<file path="src/rtl/double_hash_open_address_table_assert.svh">
// ---------------------------------------------------------------------------
// Assertion macros for the double hash open address table
// Concurrent checks clocked on clk_i and disabled while rst_ni is low.
// ---------------------------------------------------------------------------
`ifndef DOUBLE_HASH_OPEN_ADDRESS_TABLE_ASSERT_SVH
`define DOUBLE_HASH_OPEN_ADDRESS_TABLE_ASSERT_SVH

`ifndef SYNTHESIS
`define DHOT_ASSERT(lbl, prop) \
  lbl: assert property (@(posedge clk_i) disable iff (!rst_ni) prop) \
    else $error("dhot assertion failed");
`define DHOT_ASSERT_NEVER(lbl, cond) \
  lbl: assert property (@(posedge clk_i) disable iff (!rst_ni) !(cond)) \
    else $error("dhot forbidden condition seen");
`else
`define DHOT_ASSERT(lbl, prop)
`define DHOT_ASSERT_NEVER(lbl, cond)
`endif

`endif

</file>
<file path="src/rtl/dhot_pkg.sv">
// ---------------------------------------------------------------------------
// dhot_pkg
// Sizes, word types and derived constants of the double hash table.
// ---------------------------------------------------------------------------
package dhot_pkg;

  // table size is a power of two: a slot index is the low SLOT_W bits
  localparam int unsigned TABLE_SLOTS = 1024;
  localparam int unsigned KEY_W       = 31;
  localparam int unsigned PAYLOAD_W   = 64;
  localparam int unsigned FOLD_SHIFT  = 10;

  localparam int unsigned SLOT_W  = $clog2(TABLE_SLOTS);
  localparam int unsigned COUNT_W = $clog2(TABLE_SLOTS + 1);

  localparam int unsigned QUEUE_DEPTH = 2;
  localparam int unsigned QPTR_W      = $clog2(QUEUE_DEPTH);
  localparam int unsigned QCNT_W      = $clog2(QUEUE_DEPTH + 1);

  localparam logic [KEY_W-1:0]     HOME_MASK  = KEY_W'(TABLE_SLOTS - 1);
  localparam logic [KEY_W-1:0]     STEP_MASK  = KEY_W'(TABLE_SLOTS - 2);
  localparam logic [SLOT_W:0]      SLOTS_X    = (SLOT_W + 1)'(TABLE_SLOTS);
  localparam logic [SLOT_W-1:0]    LAST_SLOT  = SLOT_W'(TABLE_SLOTS - 1);
  localparam logic [COUNT_W-1:0]   FULL_COUNT = COUNT_W'(TABLE_SLOTS);

  typedef enum logic {
    MODE_INSERT = 1'b0,
    MODE_LOOKUP = 1'b1
  } mode_e;

  typedef struct packed {
    mode_e                mode;
    logic [KEY_W-1:0]     key;
    logic [PAYLOAD_W-1:0] payload_in;
  } in_item_t;

  typedef struct packed {
    logic                 success;
    logic [PAYLOAD_W-1:0] payload_out;
  } out_item_t;

  // classified operation handed from the front to the back
  typedef struct packed {
    mode_e                mode;
    logic [KEY_W-1:0]     key;
    logic [PAYLOAD_W-1:0] payload;
    logic [SLOT_W-1:0]    home;
    logic [SLOT_W-1:0]    step;
  } op_item_t;

  typedef struct packed {
    logic clearing;
  } back_status_t;

endpackage

</file>
<file path="src/rtl/dhot_front.sv">
// ---------------------------------------------------------------------------
// dhot_front
// Accepts words, folds the key into home slot and probe step within the
// table, and hands the classified operation to the queue.
// ---------------------------------------------------------------------------
module dhot_front (
  input  logic                   clk_i,
  input  logic                   rst_ni,
  input  logic                   in_valid_i,
  output logic                   in_ready_o,
  input  dhot_pkg::in_item_t     in_data_i,
  input  dhot_pkg::back_status_t status_i,
  output logic                   q_valid_o,
  input  logic                   q_ready_i,
  output dhot_pkg::op_item_t     q_data_o
);

  typedef enum logic {
    FR_IDLE,
    FR_PUSH
  } front_state_e;

  front_state_e                     state_q, state_d;
  dhot_pkg::in_item_t               item_q, item_d;
  logic                             accept;

  // fold hash reduced to a slot index; the modulo keeps the low slot bits
  function automatic logic [dhot_pkg::SLOT_W-1:0] fold_hash(
    input logic [dhot_pkg::KEY_W-1:0] key,
    input logic [dhot_pkg::KEY_W-1:0] mask
  );
    return dhot_pkg::SLOT_W'(key >> dhot_pkg::FOLD_SHIFT) ^
           dhot_pkg::SLOT_W'(key & mask);
  endfunction

  assign in_ready_o = !status_i.clearing &&
                      ((state_q == FR_IDLE) || ((state_q == FR_PUSH) && q_ready_i));
  assign accept     = in_valid_i && in_ready_o;
  assign q_valid_o  = (state_q == FR_PUSH);

  always_comb begin
    q_data_o.mode    = item_q.mode;
    q_data_o.key     = item_q.key;
    q_data_o.payload = item_q.payload_in;
    q_data_o.home    = fold_hash(item_q.key, dhot_pkg::HOME_MASK);
    // step is fold + 1, wrapped within the slot bits
    q_data_o.step    = fold_hash(item_q.key, dhot_pkg::STEP_MASK) +
                       dhot_pkg::SLOT_W'(1);
  end

  always_comb begin
    state_d = state_q;
    item_d  = item_q;
    unique case (state_q)
      FR_IDLE: ;
      FR_PUSH: begin
        if (q_ready_i) begin
          state_d = FR_IDLE;
        end
      end
      default: state_d = FR_IDLE;
    endcase
    if (accept) begin
      item_d  = in_data_i;
      state_d = FR_PUSH;
    end
  end

  always_ff @(posedge clk_i or negedge rst_ni) begin
    if (!rst_ni) begin
      state_q <= FR_IDLE;
      item_q  <= '0;
    end else begin
      state_q <= state_d;
      item_q  <= item_d;
    end
  end

endmodule

</file>
<file path="config.mk">
export PLATFORM = sky130hd
export DESIGN_NAME = dhot_front
export DESIGN_NICKNAME = d
export VERILOG_FILES = /design/src/rtl/double_hash_open_address_table_assert.svh /design/src/rtl/dhot_pkg.sv /design/src/rtl/dhot_front.sv
export SDC_FILE = /design/constraint.sdc
export NUM_CORES = 1
export LEC_CHECK = 0
export BUFFER_PORTS_ARGS = -buffer_cell sky130_fd_sc_hd__buf_4
export CAP_MARGIN = 10
export CELL_PAD_IN_SITES_DETAIL_PLACEMENT = 1
export CELL_PAD_IN_SITES_GLOBAL_PLACEMENT = 1
export CORE_ASPECT_RATIO = 2
export CORE_MARGIN = 1.5
export CORE_UTILIZATION = 37
export CTS_CLUSTER_DIAMETER = 40
export DETAILED_ROUTE_END_ITERATION = 8
export MAX_ROUTING_LAYER = met4
export PLACE_DENSITY = 0.84
export SLEW_MARGIN = 20
export SYNTH_ARGS = -nofsm -noshare
export SYNTH_HDL_FRONTEND = slang
export SYNTH_SLANG_ARGS = --single-unit
</file>
<file path="constraint.sdc">
create_clock -name clk_i -period 4.3 [get_ports clk_i]
set_input_delay 0.86 -clock clk_i [delete_from_list [all_inputs] [get_ports clk_i]]
set_output_delay 0.86 -clock clk_i [all_outputs]
set_load 0.005 [all_outputs]
</file>
# Yosys cells after proc, flatten, opt, wreduce, memory -nomap -nowiden
# Index checks and enable logic that the tools add are counted.
# word_totals
register_bits	97
out_inout_bits	118
elab_cells	16
# classes
n_bitwise	3
n_mux	3
n_addsub	1
reduce_logical	5
# op_table
cell	count
bitwise XOR 10 bit	2
adder 10 x 1 -> 10 bit, second input constant	1
logical AND 1 bit	3
two-way mux 1 bit	3
zero test 1 bit	1
logical OR 1 bit	1
inverter 1 bit	1

# Longest topological paths before layout
# depth
depth_word	5
ltp_mapped	7
mapped_depth_nobuf	5

# Least setup slack after synthesis
# No wires, ideal clock.
# synth_path
kind	register to output
from	reg item_q (netlist bit q_data_o[85])
to	out q_data_o[6] (netlist bit)
setup_slack_ns	2.072
required_ns	3.440
path_stages_with_launch	6
t_arrival_ns	1.368
cell_sequence	dfrtp_1 > xor2_1 > ha_1 > nand3_1 > nor2_1 > xor2_1
# synth_rtl
element	line	source
start: declaration	dhot_front.sv:24	dhot_pkg::in_item_t item_q, item_d;
start signal: assignment	dhot_front.sv:75	item_q <= item_d;
end: declaration	dhot_front.sv:15	output dhot_pkg::op_item_t q_data_o

==> results.py <==
metrics = {
    "critical_path": {
        "cp_data_arrival_time_ns": 2.03,
        "critical_path_start_end_classification": "flip-flop to output port",
        "largest_fanout_of_any_net_on_the_critical_path": 4,
        "timing.critical_path.from": "q_data_o[85]",
        "worstReg2RegStart": "q_valid_o",
        "timing.critical_path.required_ns": 3.44,
        "critPathLaunchType": "flip-flop",
        "cp_endpoint_kind": "output port",
    },
    "cts": {
        "cts.root.buffer_cell": "sky130_fd_sc_hd__clkbuf_16",
        "cts_max_level": 3,
        "tritoncts": "done",
        "post_cts_resized": 0,
        "cts-buffers-inserted": 9,
        "clk_latency_ns": 0.34,
        "cts_num_sinks": 97,
        "clkSlewWorstSetupHoldPaths_ns": 0.07,
        "cts_setup_buffers": 0,
        "cts_hold_buf": 0,
        "cts_max_path_buffers": 2,
    },
    "logic_synthesis": {
        "main_combinational_cell_family_by_area_after_synthesis": "multiplexers",
        "synth_xor_area_frac": 0.0427,
        "simple_logic_cell_fraction_of_the_synthesized_area": 0.0192,
        "netlist_instances": 239,
        "netlist-cell-type-count": 23,
        "syn-num-nets": 341,
        "syn_avg_cell_area_um2": 16.9,
        "part_of_the_yosys_area_used_for_sequential_elements": 0.600,
        "post_synth_mux_area_share": 0.294,
        "postSynthRegisterBits": 97,
        "share_of_synthesized_cell_area_in_full_adder_half_adder_and_majority_cells": 0.00309,
        "ys_warn_count": 0,
        "post_synth_instance_area_um2": 4040,
        "synth_compound_area_frac": 0.00402,
    },
    "layout": {
        "layout_common_cells": "sky130_fd_sc_hd__buf_4, sky130_fd_sc_hd__dfrtp_1, sky130_fd_sc_hd__mux2_2",
        "layout.nets": 561,
        "drive_above_1_share": 0.733,
        "layout_commonest_cell": "sky130_fd_sc_hd__buf_4",
        "synth_to_layout_area_growth_pct": 50.4,
        "number_of_diodes_added_for_antenna_fixing": 0,
        "post_layout_nonfiller_instances": 601,
    },
    "routing": {
        "vias_per_cell": 4.71,
        "drtAntennaViolNets": 0,
        "vias": 2829,
        "drt_drc_violations_left": 0,
        "routedWlPerCell_um": 18.6,
        "iteration_0_drc_markers": 120,
        "wl_mm": 11.2,
        "first_pass_iters": 4,
    },
    "floorplan": {
        "chipHeight_um": 151,
        "dieWidth_um": 76.9,
        "core-area_um2": 10500,
        "placementRows": 53,
        "floorplan.die_area_um2": 11600,
        "io_pins": 219,
        "start_util": 0.384,
    },
    "power_and_ir_drop": {
        "p_total_w": 0.00295,
        "worst_ir_drop_vdd_mv": 0.248,
        "leakage_nw": 2.96,
        "pwr_density_cell_nw_per_um2": 486,
    },
    "global_routing": {
        "first_global_vias": 3158,
        "antenna_found_initial": 0,
        "groute.usage.overall": 0.202,
        "maximum_number_of_pins_on_one_net_before_global_route_repair": 77,
        "globalRouteOverflowTotal": 0,
        "grt_first_pass_wirelength_mm": 17.1,
    },
    "placement": {
        "io_buffers": 218,
        "hpwl_after_dpl_mm": 8.68,
        "dp_cells": 585,
        "finalWeightedCongestion": 0.777,
    },
    "timing": {
        "final-setup-viol-count": 0,
        "hold_violations": 0,
        "min_period_over_period": 0.672,
        "timing.clock.skew_ns": 0.0100,
        "final_period_minus_worst_setup_slack_ns": 2.89,
        "max_slew_margin": 0.352,
        "slew_violations": 0,
        "tns_ns": 0,
        "max_clock_freq_mhz": 346,
        "worst_slew_pin_slew_ns": 0.973,
        "grt_setup_unrepaired": "false",
    },
    "min_path": {
        "min_from": "q_data_o[76]",
        "worst_hold_path_type": "flip-flop to flip-flop",
    },
    "outcome": {
        "outcome": "finished clean",
    },
    "job": {
        "total_of_max_cap_violations": 0,
    },
}
-- synthesized netlist by cell type --
cell | instances | area, um2
sky130_fd_sc_hd__buf_6 | 1 | 11.3
sky130_fd_sc_hd__nand2_1 | 1 | 3.75
sky130_fd_sc_hd__mux2_2 | 67 | 754
sky130_fd_sc_hd__a21o_1 | 1 | 7.51
sky130_fd_sc_hd__and2_4 | 1 | 8.76
sky130_fd_sc_hd__nor2_1 | 2 | 7.51
sky130_fd_sc_hd__nand4_2 | 1 | 12.5
sky130_fd_sc_hd__inv_2 | 1 | 3.75
sky130_fd_sc_hd__xnor2_1 | 5 | 43.8
sky130_fd_sc_hd__xor2_1 | 11 | 96.3
sky130_fd_sc_hd__nand4_1 | 1 | 6.26
sky130_fd_sc_hd__buf_12 | 4 | 80.1
sky130_fd_sc_hd__a21oi_2 | 1 | 8.76
sky130_fd_sc_hd__nand3_1 | 2 | 10.0
sky130_fd_sc_hd__inv_1 | 2 | 7.51
sky130_fd_sc_hd__nand2b_1 | 1 | 6.26
sky130_fd_sc_hd__nor3b_2 | 1 | 12.5
sky130_fd_sc_hd__mux2_4 | 29 | 435
sky130_fd_sc_hd__dfrtp_1 | 97 | 2430
sky130_fd_sc_hd__nor3_2 | 1 | 10.0
sky130_fd_sc_hd__ha_1 | 1 | 12.5
sky130_fd_sc_hd__buf_4 | 6 | 45.0
sky130_fd_sc_hd__xor2_2 | 2 | 32.5
-- final timing paths --
kind                           endpoint  slack [ns]  cells past startpoint
setup / recovery            q_data_o[6]        1.41                      6
max in group asynchronous  q_data_o[99]        2.73                      2
min in group asynchronous  q_data_o[24]        0.67                      1
hold reg to reg            q_data_o[76]        0.51                      1
hold / removal             q_data_o[76]        0.51                      1
setup reg to reg           q_data_o[22]        2.19                      4
-- layer usage --
layer / up-vias / global-route usage / part of all wire
li1: 1261 / - / -
met1: 1430 / 0.204 / 0.33
met2: 123 / 0.386 / 0.61
met3: 15 / 0.0319 / 0.043
met4: 0 / 0.0759 / 0.018
met5: - / - / 0
-- report_power, final --
group	total [W]	switching (W)	internal, W
registers	0.00120	0.000119	0.00108
logic	0.000863	0.000308	0.000555
clock network	0.000891	0.000346	0.000545
-- sequential cells by signal, summed over array words and instances (netlist names) --
| name | count |
|---|---|
| q_data_o | 96 |
| q_valid_o | 1 |
-- worst max-delay path, cell delays in order (launching register included) --
cell	delay (ns)
sky130_fd_sc_hd__dfrtp_1	0.41
sky130_fd_sc_hd__xor2_1	0.35
sky130_fd_sc_hd__ha_1	0.27
sky130_fd_sc_hd__nand3_1	0.16
sky130_fd_sc_hd__nor2_1	0.19
sky130_fd_sc_hd__xor2_1	0.18
sky130_fd_sc_hd__buf_4	0.14
-- cell families (layout without fill, tap and decap cells) --
| family | Yosys count | count (layout) |
|---|---|---|
| compound gates | 2 | 2 |
| xor+xnor | 18 | 18 |
| fa+ha+maj | 1 | 1 |
| buf+inv | 14 | 239 |
| flops | 97 | 97 |
| mux | 96 | 96 |
| simple gates | 11 | 11 |
-- area by class of cell --
class | count | area (um2)
clock buffer | 11 | 253
clock inverter | 5 | 85.1
fill | 1057 | 4460
inverter | 3 | 11.3
multi-input combinational | 128 | 1470
sequential | 97 | 2430
tap | 137 | 171
timing repair buffer | 220 | 1660
-- metrics by stage --
stage	hold slack, ns	worst slack [ns]	cell area, um2	util
final	0.510	1.41	6080	0.577
after global routing	0.520	1.26	6080	0.577
after CTS	0.513	1.37	6080	0.577
after detailed placement	0.495	1.61	5740	0.545
after global placement	0.492	1.66	5740	0.545
after floorplan	0.505	2.07	4040	-
Power figures use the tool's default switching activity.
