### src/rtl/double_hash_open_address_table_assert.svh
// ---------------------------------------------------------------------------
// Assertion macros for the double hash open address table
// Concurrent checks clocked on clk_i and disabled while rst_ni is low.
// ---------------------------------------------------------------------------
`ifndef DOUBLE_HASH_OPEN_ADDRESS_TABLE_ASSERT_SVH
`define DOUBLE_HASH_OPEN_ADDRESS_TABLE_ASSERT_SVH

`ifndef SYNTHESIS
`define DHOT_ASSERT(lbl, prop) \
  lbl: assert property (@(posedge clk_i) disable iff (!rst_ni) prop) \
    else $error("dhot assertion failed");
`define DHOT_ASSERT_NEVER(lbl, cond) \
  lbl: assert property (@(posedge clk_i) disable iff (!rst_ni) !(cond)) \
    else $error("dhot forbidden condition seen");
`else
`define DHOT_ASSERT(lbl, prop)
`define DHOT_ASSERT_NEVER(lbl, cond)
`endif

`endif

### src/rtl/dhot_pkg.sv
// ---------------------------------------------------------------------------
// dhot_pkg
// Sizes, word types and derived constants of the double hash table.
// ---------------------------------------------------------------------------
package dhot_pkg;

  // table size is a power of two: a slot index is the low SLOT_W bits
  localparam int unsigned TABLE_SLOTS = 1024;
  localparam int unsigned KEY_W       = 31;
  localparam int unsigned PAYLOAD_W   = 64;
  localparam int unsigned FOLD_SHIFT  = 10;

  localparam int unsigned SLOT_W  = $clog2(TABLE_SLOTS);
  localparam int unsigned COUNT_W = $clog2(TABLE_SLOTS + 1);

  localparam int unsigned QUEUE_DEPTH = 2;
  localparam int unsigned QPTR_W      = $clog2(QUEUE_DEPTH);
  localparam int unsigned QCNT_W      = $clog2(QUEUE_DEPTH + 1);

  localparam logic [KEY_W-1:0]     HOME_MASK  = KEY_W'(TABLE_SLOTS - 1);
  localparam logic [KEY_W-1:0]     STEP_MASK  = KEY_W'(TABLE_SLOTS - 2);
  localparam logic [SLOT_W:0]      SLOTS_X    = (SLOT_W + 1)'(TABLE_SLOTS);
  localparam logic [SLOT_W-1:0]    LAST_SLOT  = SLOT_W'(TABLE_SLOTS - 1);
  localparam logic [COUNT_W-1:0]   FULL_COUNT = COUNT_W'(TABLE_SLOTS);

  typedef enum logic {
    MODE_INSERT = 1'b0,
    MODE_LOOKUP = 1'b1
  } mode_e;

  typedef struct packed {
    mode_e                mode;
    logic [KEY_W-1:0]     key;
    logic [PAYLOAD_W-1:0] payload_in;
  } in_item_t;

  typedef struct packed {
    logic                 success;
    logic [PAYLOAD_W-1:0] payload_out;
  } out_item_t;

  // classified operation handed from the front to the back
  typedef struct packed {
    mode_e                mode;
    logic [KEY_W-1:0]     key;
    logic [PAYLOAD_W-1:0] payload;
    logic [SLOT_W-1:0]    home;
    logic [SLOT_W-1:0]    step;
  } op_item_t;

  typedef struct packed {
    logic clearing;
  } back_status_t;

endpackage

### src/rtl/dhot_fifo.sv
// ---------------------------------------------------------------------------
// dhot_fifo
// Short queue of classified operations between the front and the back.
// ---------------------------------------------------------------------------
module dhot_fifo (
  input  logic                clk_i,
  input  logic                rst_ni,
  input  logic                push_valid_i,
  output logic                push_ready_o,
  input  dhot_pkg::op_item_t  push_data_i,
  output logic                pop_valid_o,
  input  logic                pop_ready_i,
  output dhot_pkg::op_item_t  pop_data_o
);

  dhot_pkg::op_item_t               entries [dhot_pkg::QUEUE_DEPTH];
  logic [dhot_pkg::QPTR_W-1:0]      wr_ptr_q, wr_ptr_d;
  logic [dhot_pkg::QPTR_W-1:0]      rd_ptr_q, rd_ptr_d;
  logic [dhot_pkg::QCNT_W-1:0]      count_q, count_d;
  logic                             push, pop;

  assign push_ready_o = (count_q != dhot_pkg::QCNT_W'(dhot_pkg::QUEUE_DEPTH));
  assign pop_valid_o  = (count_q != '0);
  assign pop_data_o   = entries[rd_ptr_q];
  assign push         = push_valid_i && push_ready_o;
  assign pop          = pop_valid_o && pop_ready_i;

  always_comb begin
    wr_ptr_d = wr_ptr_q;
    rd_ptr_d = rd_ptr_q;
    count_d  = count_q;
    if (push) begin
      wr_ptr_d = (wr_ptr_q == dhot_pkg::QPTR_W'(dhot_pkg::QUEUE_DEPTH - 1)) ?
                 '0 : wr_ptr_q + dhot_pkg::QPTR_W'(1);
    end
    if (pop) begin
      rd_ptr_d = (rd_ptr_q == dhot_pkg::QPTR_W'(dhot_pkg::QUEUE_DEPTH - 1)) ?
                 '0 : rd_ptr_q + dhot_pkg::QPTR_W'(1);
    end
    if (push && !pop) begin
      count_d = count_q + dhot_pkg::QCNT_W'(1);
    end else if (pop && !push) begin
      count_d = count_q - dhot_pkg::QCNT_W'(1);
    end
  end

  always_ff @(posedge clk_i or negedge rst_ni) begin
    if (!rst_ni) begin
      wr_ptr_q <= '0;
      rd_ptr_q <= '0;
      count_q  <= '0;
    end else begin
      wr_ptr_q <= wr_ptr_d;
      rd_ptr_q <= rd_ptr_d;
      count_q  <= count_d;
    end
  end

  always_ff @(posedge clk_i) begin
    if (push) begin
      entries[wr_ptr_q] <= push_data_i;
    end
  end

endmodule

### config.mk
export PLATFORM = sky130hd
export DESIGN_NAME = dhot_fifo
export DESIGN_NICKNAME = d
export VERILOG_FILES = /design/src/rtl/double_hash_open_address_table_assert.svh /design/src/rtl/dhot_pkg.sv /design/src/rtl/dhot_fifo.sv
export SDC_FILE = /design/constraint.sdc
export NUM_CORES = 1
export LEC_CHECK = 0
export BUFFER_PORTS_ARGS = -buffer_cell sky130_fd_sc_hd__buf_4
export CORE_ASPECT_RATIO = 0.8
export CORE_UTILIZATION = 40
export CTS_CLUSTER_DIAMETER = 60
export DETAILED_ROUTE_END_ITERATION = 8
export MAX_ROUTING_LAYER = met4
export PLACE_DENSITY_LB_ADDON = 0.08
export SLEW_MARGIN = 0
export SYNTH_ARGS = -nofsm -noshare
export SYNTH_HDL_FRONTEND = slang
export SYNTH_SLANG_ARGS = --single-unit
### constraint.sdc
create_clock -name clk_i -period 6.2 [get_ports clk_i]
set_clock_uncertainty 0.15 [all_clocks]
set_input_delay 1.24 -clock clk_i [delete_from_list [all_inputs] [get_ports clk_i]]
set_output_delay 1.24 -clock clk_i [all_outputs]
set_load 0.02 [all_outputs]
# After elaboration in Yosys (flattened, before gate mapping)
# Memories as Yosys holds them, arrays and structs flattened.
# Cells that the tools add are included.
# word_totals
n_memories	1
out_inout_bits	118
inputBits	120
mem_bits_rw	232
reg_bits	4
# op_classes
n_reduce_logical	8
eq_ne	1
mux	6
addsub	4
# memory_table
memory	depth	word_bits	read_ports	rd_clocked_by_memory_dff	wr	line_no	text
entries	2	116	1	0	1	dhot_fifo.sv:16	dhot_pkg::op_item_t entries [dhot_pkg::QUEUE_DEPTH];
# op_table
cell	n
$logic_and A1 B1 Y1	4
$mux W1	4
$mux W2	2
$reduce_bool A2 Y1	2
$add A1 B1 Y1 const B	2
$add A2 B1 Y2 const B	1
$logic_not A1 Y1	2
$ne A2 B2 Y1 const B	1
$sub A2 B1 Y2 const B	1

# Logic depth before layout (Yosys ltp)
# Gate-level depths: netlist of run 1.
# logic_depth
depth_word	6
depth_mapped	7

# Worst setup path before layout of run 1
# No wires, ideal clock.
# synth_timing
path_kind	input -> register
start	input port push_valid_i
end	memory entries[0][0] (netlist bit) (enable)
arrival_time_ns	6.159
path_slack_ns	-0.702
cell_stages	2
setup_ns	0.592
cell_sequence	nand2_1 nor2_1
# synth_via
elab_chain_len	3
# synth_rtl
element	line_no	text
start: declaration	dhot_fifo.sv:8	input logic push_valid_i,
$logic_and A1 B1 Y1	dhot_fifo.sv:25	assign push = push_valid_i && push_ready_o;
$mux W1	dhot_fifo.sv:60	if (push) begin
$mux W1 (not written as such)	dhot_fifo.sv:61	entries[wr_ptr_q] <= push_data_i;
end: declaration	dhot_fifo.sv:16	
# No other way between the ends.

==> results of run 1 <==
==> report_power, final <==
part	switching [uW]	internal, uW
sequential	139	2190
combinational	1060	916
clock	564	776
total	1760	3880
==> cells by family after synthesis <==
family | after synthesis | synth area share [%]
xor gates and xnor gates | 5 | 0.5049
adders and majority gates | 1 | 0.1442
buffers and inverters | 14 | 1.154
DFF | 236 | 81.45
muxes | 116 | 16.35
and+or+nand+nor | 7 | 0.3896
==> worst min path at each step <==
stage | slack [ns] | endpoint | from
floorplan | 0.31 | count_q[1] | count_q[1]
global placement | 0.33 | count_q[1] | count_q[1]
detailed placement | 0.35 | count_q[1] | count_q[1]
CTS | 0.34 | wr_ptr_q | rst_ni
global route | 0.33 | count_q[1] | rst_ni
finish | 0.36 | wr_ptr_q | rst_ni
==> routing by layer <==
| layer | track usage (%) | wire length, um |
|---|---|---|
| met1 | 19.18 | 7070 |
| met2 | 24.63 | 8023 |
| met3 | 5.645 | 1371 |
| met4 | 3.909 | 307 |
| met5 | - | 0 |
==> per-stage QoR <==
stage,std cells,util (%)
3_3_place_gp,878,51.24
4_1_cts,922,54.74
5_1_grt,922,54.74
2_1_floorplan,379,-
3_5_place_dp,878,51.24
6_report,922,54.74
==> layout make-up <==
type / count / area, um^2
Multi-Input combinational cell: 129 / 1521
Timing Repair Buffer: 243 / 1824
Inverter: 1 / 3.754
Clock inverter: 15 / 95.09
Clock buffer: 29 / 640.6
Sequential cell: 236 / 7071
Fill cell: 1683 / 9502
Tap cell: 269 / 336.6
==> flip-flops by register name, summed over array words and instances, names as in the netlist <==
register and count:
entries 232, count_q 2, rd_ptr_q 1, wr_ptr_q 1
==> placed cells by master (no fill, tap or decap) <==
| cell type | count |
|---|---|
| clkinv_2 | 6 |
| inv_1 | 1 |
| buf_4 | 243 |
| or2_2 | 1 |
| nor2_1 | 1 |
| mux2_2 | 86 |
| and3_4 | 1 |
| clkinv_1 | 7 |
| inv_6 | 1 |
| nand2b_1 | 1 |
| dfrtp_1 | 3 |
| mux2_4 | 30 |
| xnor2_1 | 3 |
| nor2_4 | 1 |
| clkbuf_16 | 25 |
| nand2_1 | 2 |
| bufinv_16 | 1 |
| xor2_1 | 2 |
| edfxtp_1 | 232 |
| clkbuf_1 | 4 |
| dfrtp_4 | 1 |
| ha_1 | 1 |
==> metrics.md, run 1 <==
| Metric | Value |
|---|---|
| Status | `finished clean` |
| Unique masters post-synth | `15` |
| Die X | `166.7 um` |
| Largest stage delay on the critical path | `0.83 ns` |
| Pre-CTS setup slack | `2.664 ns` |
| EDFF count, synth | `232` |
| Routed wire per std cell | `18.19 um` |
| Synth top area cells | `edfxtp_1 (80%), mux2_2 (11%), mux2_4 (5.2%)` |
| Max Cap Viol | `0` |
| Violation count after the first detailed-routing iteration | `131` |
| WHS | `0.3642 ns` |
| Root buf cell | `clkbuf_16` |
| Nets | `757` |
| Clock Tree Buf Depth | `3` |
| Critical Path RT | `4.81 ns` |
| R2R Path End | `entries[0][67]` |
| Least-Margin Pin Slew | `0.8477 ns` |
| Leak Pwr | `0.004368 uW` |
| # IOs | `238` |
| Max-slew violations | `0` |
| Clock Pin Slew Worst Setup and Hold Paths | `0.06 ns` |
| RSZ-0062 raised after global routing | `no` |
| Vias per cell | `4.679` |
| Critical Path End | `pop_data_o[29]` |
| Startpoint types | `flop` |
| Port Buffers | `237` |
| Post-route setup TNS | `0 ns` |
| Ys Warns | `0` |
| Post-CTS Setup Bufs | `0` |
| Mapped Nets | `500` |
| Worst endpoint data arrival time | `2.64 ns` |
| FMAX | `0.2482 GHz` |
| Endpoint type of the worst setup path | `primary output` |
| CP delay by family, top | `flip-flops` |
| Slew HR | `43.49%` |
| Antenna violations before repair | `0` |
| Worst VDD drop | `220.7 uV` |
| H-tree depth | `1` |
| Setup slack after layout | `2.172 ns` |
| Min-Delay Path Class | `in -> async` |
| Overall Power | `5643 uW` |
| Die Y | `133.7 um` |
| Synth cell count leaders | `edfxtp_1 (232), mux2_2 (86), mux2_4 (30), buf_2 (8), buf_6 (5)` |
| First-pass DRT Iterations | `4` |
| Crit Path Max Fanout | `47` |
| Skew-Pair Late Insertion Delay | `0.51 ns` |
| Dpl hpwl | `10.95 mm` |
| Gr usage total | `15.62%` |
| Clock Sinks | `236` |
| Die area | `22290 um^2` |
| Reg2Reg Depth | `4` |
| Worst path slowest cell | `dfrtp_4` |
| R2R setup slack | `4.12 ns` |
| Core area | `20990 um^2` |
| Asr flop ratio synth | `1.695%` |
| Post-route antenna net violation count | `0` |
| Hold Fails Final Rpt | `0` |
| Synth top area share | `80.30%` |
| Critical path launch point | `rd_ptr_q` |
| First-pass GRT wire length | `25.81 mm` |
| Total number of vias | `4314` |
| Post_cts resized | `0` |
| Placed Instance Area | `10760 um^2` |
| Total grt overflow | `0` |
| Total Wirelength | `16.77 mm` |
| Inserted Diodes | `0` |
| Mapped cell area | `8676 um^2` |
| Final setup viols | `0` |
| Site Rows | `47` |
| Drc violations | `0` |
| Placer congestion estimate | `0.7180` |
| Avg Synthesized Cell Area | `22.89 um^2` |
| Worst path depth | `3` |
| Main synth FF type | `edfxtp_1` |
| Largest net degree at the start of global routing | `62` |
| Worst path bufs/invs | `2` |
| Reg2Reg Launch Point | `count_q[0]` |
| Synth area leader | `edfxtp_1` |
| CP Class | `reg -> out` |
| Critical path, cell by cell | `buf_4, mux2_2, buf_4` |
| CTS Hold Bufs | `0` |
| Share of cells above drive strength 1 | `60.64%` |
| CTS tree | `built` |
| Num CTS Buffers | `25` |
| Number of global-route vias before repair | `4716` |
| Initial Utilization | `41.33%` |
| Tcrit/Tclk final | `64.97%` |
| Design area | `11490 um^2` |
| Shortest period the worst path allows | `4.028 ns` |
| Cell count after synthesis | `379` |
| PwrDens | `491.0 nW/um^2` |
| Synth Register Bits | `236` |
| Cell with the most instances after synthesis | `edfxtp_1` |
| CP dominant cell by count | `buf_4` |
| Synth-to-layout area growth | `32.46%` |
| Register area share after synthesis | `81.45%` |
Power figures use the tool's default switching activity.
==> run 2, diff against run 1 <==
clock period = 3.7 ns   (was 6.2 ns; I/O delays follow)
==> run 2 against run 1 <==
Routed wire length down 0.73%. First-iteration DRC count up 110%. Clock power up 60%. Worst setup slack worse by 1.2 ns. Sequential share of layout area down 0.13 points. Critical path type unchanged. Critical endpoint is now pop_data_o[37].
==> metrics.md, run 2 (synthesis gave the netlist of run 1 again) <==
| Metric | Value |
|---|---|
| First-pass DRT Iterations | `4` |
| Number of global-route vias before repair | `4691` |
| Vias per cell | `4.725` |
| Inserted Diodes | `0` |
| Skew-Pair Late Insertion Delay | `0.50 ns` |
| Max Cap Viol | `0` |
| Most flops, register | `entries` |
| Slew HR | `52.64%` |
| Placed Instance Area | `10810 um^2` |
| Clock Tree Buf Depth | `3` |
| Critical Path RT | `2.81 ns` |
| Root buf cell | `clkbuf_16` |
| Post_cts resized | `0` |
| Worst VDD drop | `463.6 uV` |
| Nets | `758` |
| Initial Utilization | `41.33%` |
| H-tree depth | `1` |
| Clock Pin Slew Worst Setup and Hold Paths | `0.06 ns` |
| CP Class | `reg -> out` |
| Site Rows | `47` |
| Max-slew violations | `0` |
| Antenna violations before repair | `0` |
| Drc violations | `0` |
| Total grt overflow | `0` |
| Layout Utilization | `54.86%` |
| Port Buffers | `237` |
| Tcrit/Tclk final | `74.74%` |
| Largest net degree at the start of global routing | `68` |
| Post-route setup TNS | `0 ns` |
| Dpl hpwl | `10.63 mm` |
| Hold Fails Final Rpt | `0` |
| PwrDens | `817.3 nW/um^2` |
| # IOs | `238` |
| Total number of vias | `4356` |
| Top Registers | `entries: 232 flops, count_q: 2 flops` |
| Final setup viols | `0` |
| First-pass GRT wire length | `25.67 mm` |
| Commonest non-fill, non-tap cell in the layout | `buf_4` |
| Overall Power | `9413 uW` |
| Core area | `20990 um^2` |
| Design area | `11520 um^2` |
| Violation count after the first detailed-routing iteration | `269` |
| Worst endpoint data arrival time | `1.88 ns` |
| Routed wire per std cell | `18.06 um` |
| # fillers | `1655` |
| Shortest period the worst path allows | `2.765 ns` |
| Least-Margin Pin Slew | `0.7104 ns` |
| Synth-to-layout area growth | `32.75%` |
| Clock Sinks | `236` |
| FMAX | `0.3616 GHz` |
| Most frequent cells in the layout | `buf_4 (239), edfxtp_1 (232), mux2_2 (86), mux2_4 (30), clkbuf_16 (25)` |
| Post-route antenna net violation count | `0` |
| Die area | `22290 um^2` |
| Max reg flops | `232` |
| Total Wirelength | `16.65 mm` |
| Status | `finished clean` |
| Die X | `166.7 um` |
| Min-Delay Path Class | `in -> reg` |
| RSZ-0062 raised after global routing | `no` |
| Share of cells above drive strength 1 | `59.88%` |
| Placer congestion estimate | `0.7414` |
| Die Y | `133.7 um` |
| Leak Pwr | `0.004365 uW` |
| Worst Hold Depth | `1` |
| Gr usage total | `15.41%` |
| Crit Path Max Fanout | `62` |
| Startpoint types | `flop` |
| CTS tree | `built` |
| Num CTS Buffers | `25` |
| Reg2Reg Depth | `3` |
| Endpoint type of the worst setup path | `primary output` |
## run 2: changes by cell type in the layout (fill, tap and decap cells not counted)
| cell | before | now |
|---|---|---|
| buf_12 | 0 | 4 |
| buf_4 | 243 | 239 |
| bufinv_16 | 1 | 0 |
| clkbuf_1 | 4 | 3 |
| clkinv_1 | 7 | 12 |
| clkinv_2 | 6 | 2 |
| clkinv_4 | 0 | 1 |
| dlygate4sd3_1 | 0 | 1 |
| inv_6 | 1 | 0 |
## run 2: path summary, 6_finish.rpt
| kind | start | to | slack, ns |
|---|---|---|---|
| max reg2reg | count_q[0] | entries[1][73] | 1.54 |
| max | rd_ptr_q | pop_data_o[37] | 0.93 |
| min reg2reg | count_q[1] | count_q[1] | 0.35 |
| min | push_data_i[32] | entries[1][32] | 0.27 |
| max in group asynchronous | rst_ni | rd_ptr_q | 2.85 |
| min in group asynchronous | rst_ni | wr_ptr_q | 0.43 |
## run 2: final cells by class
| class | instances | area [um^2] | area share [%] |
|---|---|---|---|
| flip-flops and latches | 236 | 7071 | 61.39 |
| clock buffers | 28 | 636.9 | 5.530 |
| clock inverters | 15 | 63.81 | 0.5540 |
| multi-input cells | 129 | 1521 | 13.21 |
| inverters | 1 | 3.754 | 0.03259 |
| well taps | 269 | 336.6 | 2.922 |
| repair buffers | 244 | 1884 | 16.36 |
## run 2: per-layer routing
| metal | routed length [um] | global-route usage [%] |
|---|---|---|
| met3 | 1196 | 4.694 |
| met2 | 7722 | 23.74 |
| met1 | 7361 | 19.82 |
| met5 | 0 | - |
| met4 | 370 | 4.270 |
## run 2: critical path, cell delays in order (launching register included)
cell and delay [ns]:
dfrtp_4 0.44, buf_12 0.32, mux2_2 0.39, buf_4 0.16
## run 2: stage by stage
stage	worst slack, ns	cells	hold slack (ns)
finish	0.9347	922	0.2672
global route	0.8669	922	0.2397
CTS	0.8939	922	0.2406
detailed placement	1.333	878	0.3435
global placement	1.351	878	0.3236
floorplan	0.5449	379	0.2944
## run 2: what timing repair did
action,CTS,global route
buffers inserted,0,0
hold buffers,1,0
endpoints found under the hold margin,4,0
## run 2: power by group
| part | switching [uW] | leakage [uW] | internal (uW) |
|---|---|---|---|
| clock | 935 | 0.000342 | 1220 |
| combinational | 1880 | 0.00182 | 1580 |
| sequential | 138 | 0.00220 | 3660 |
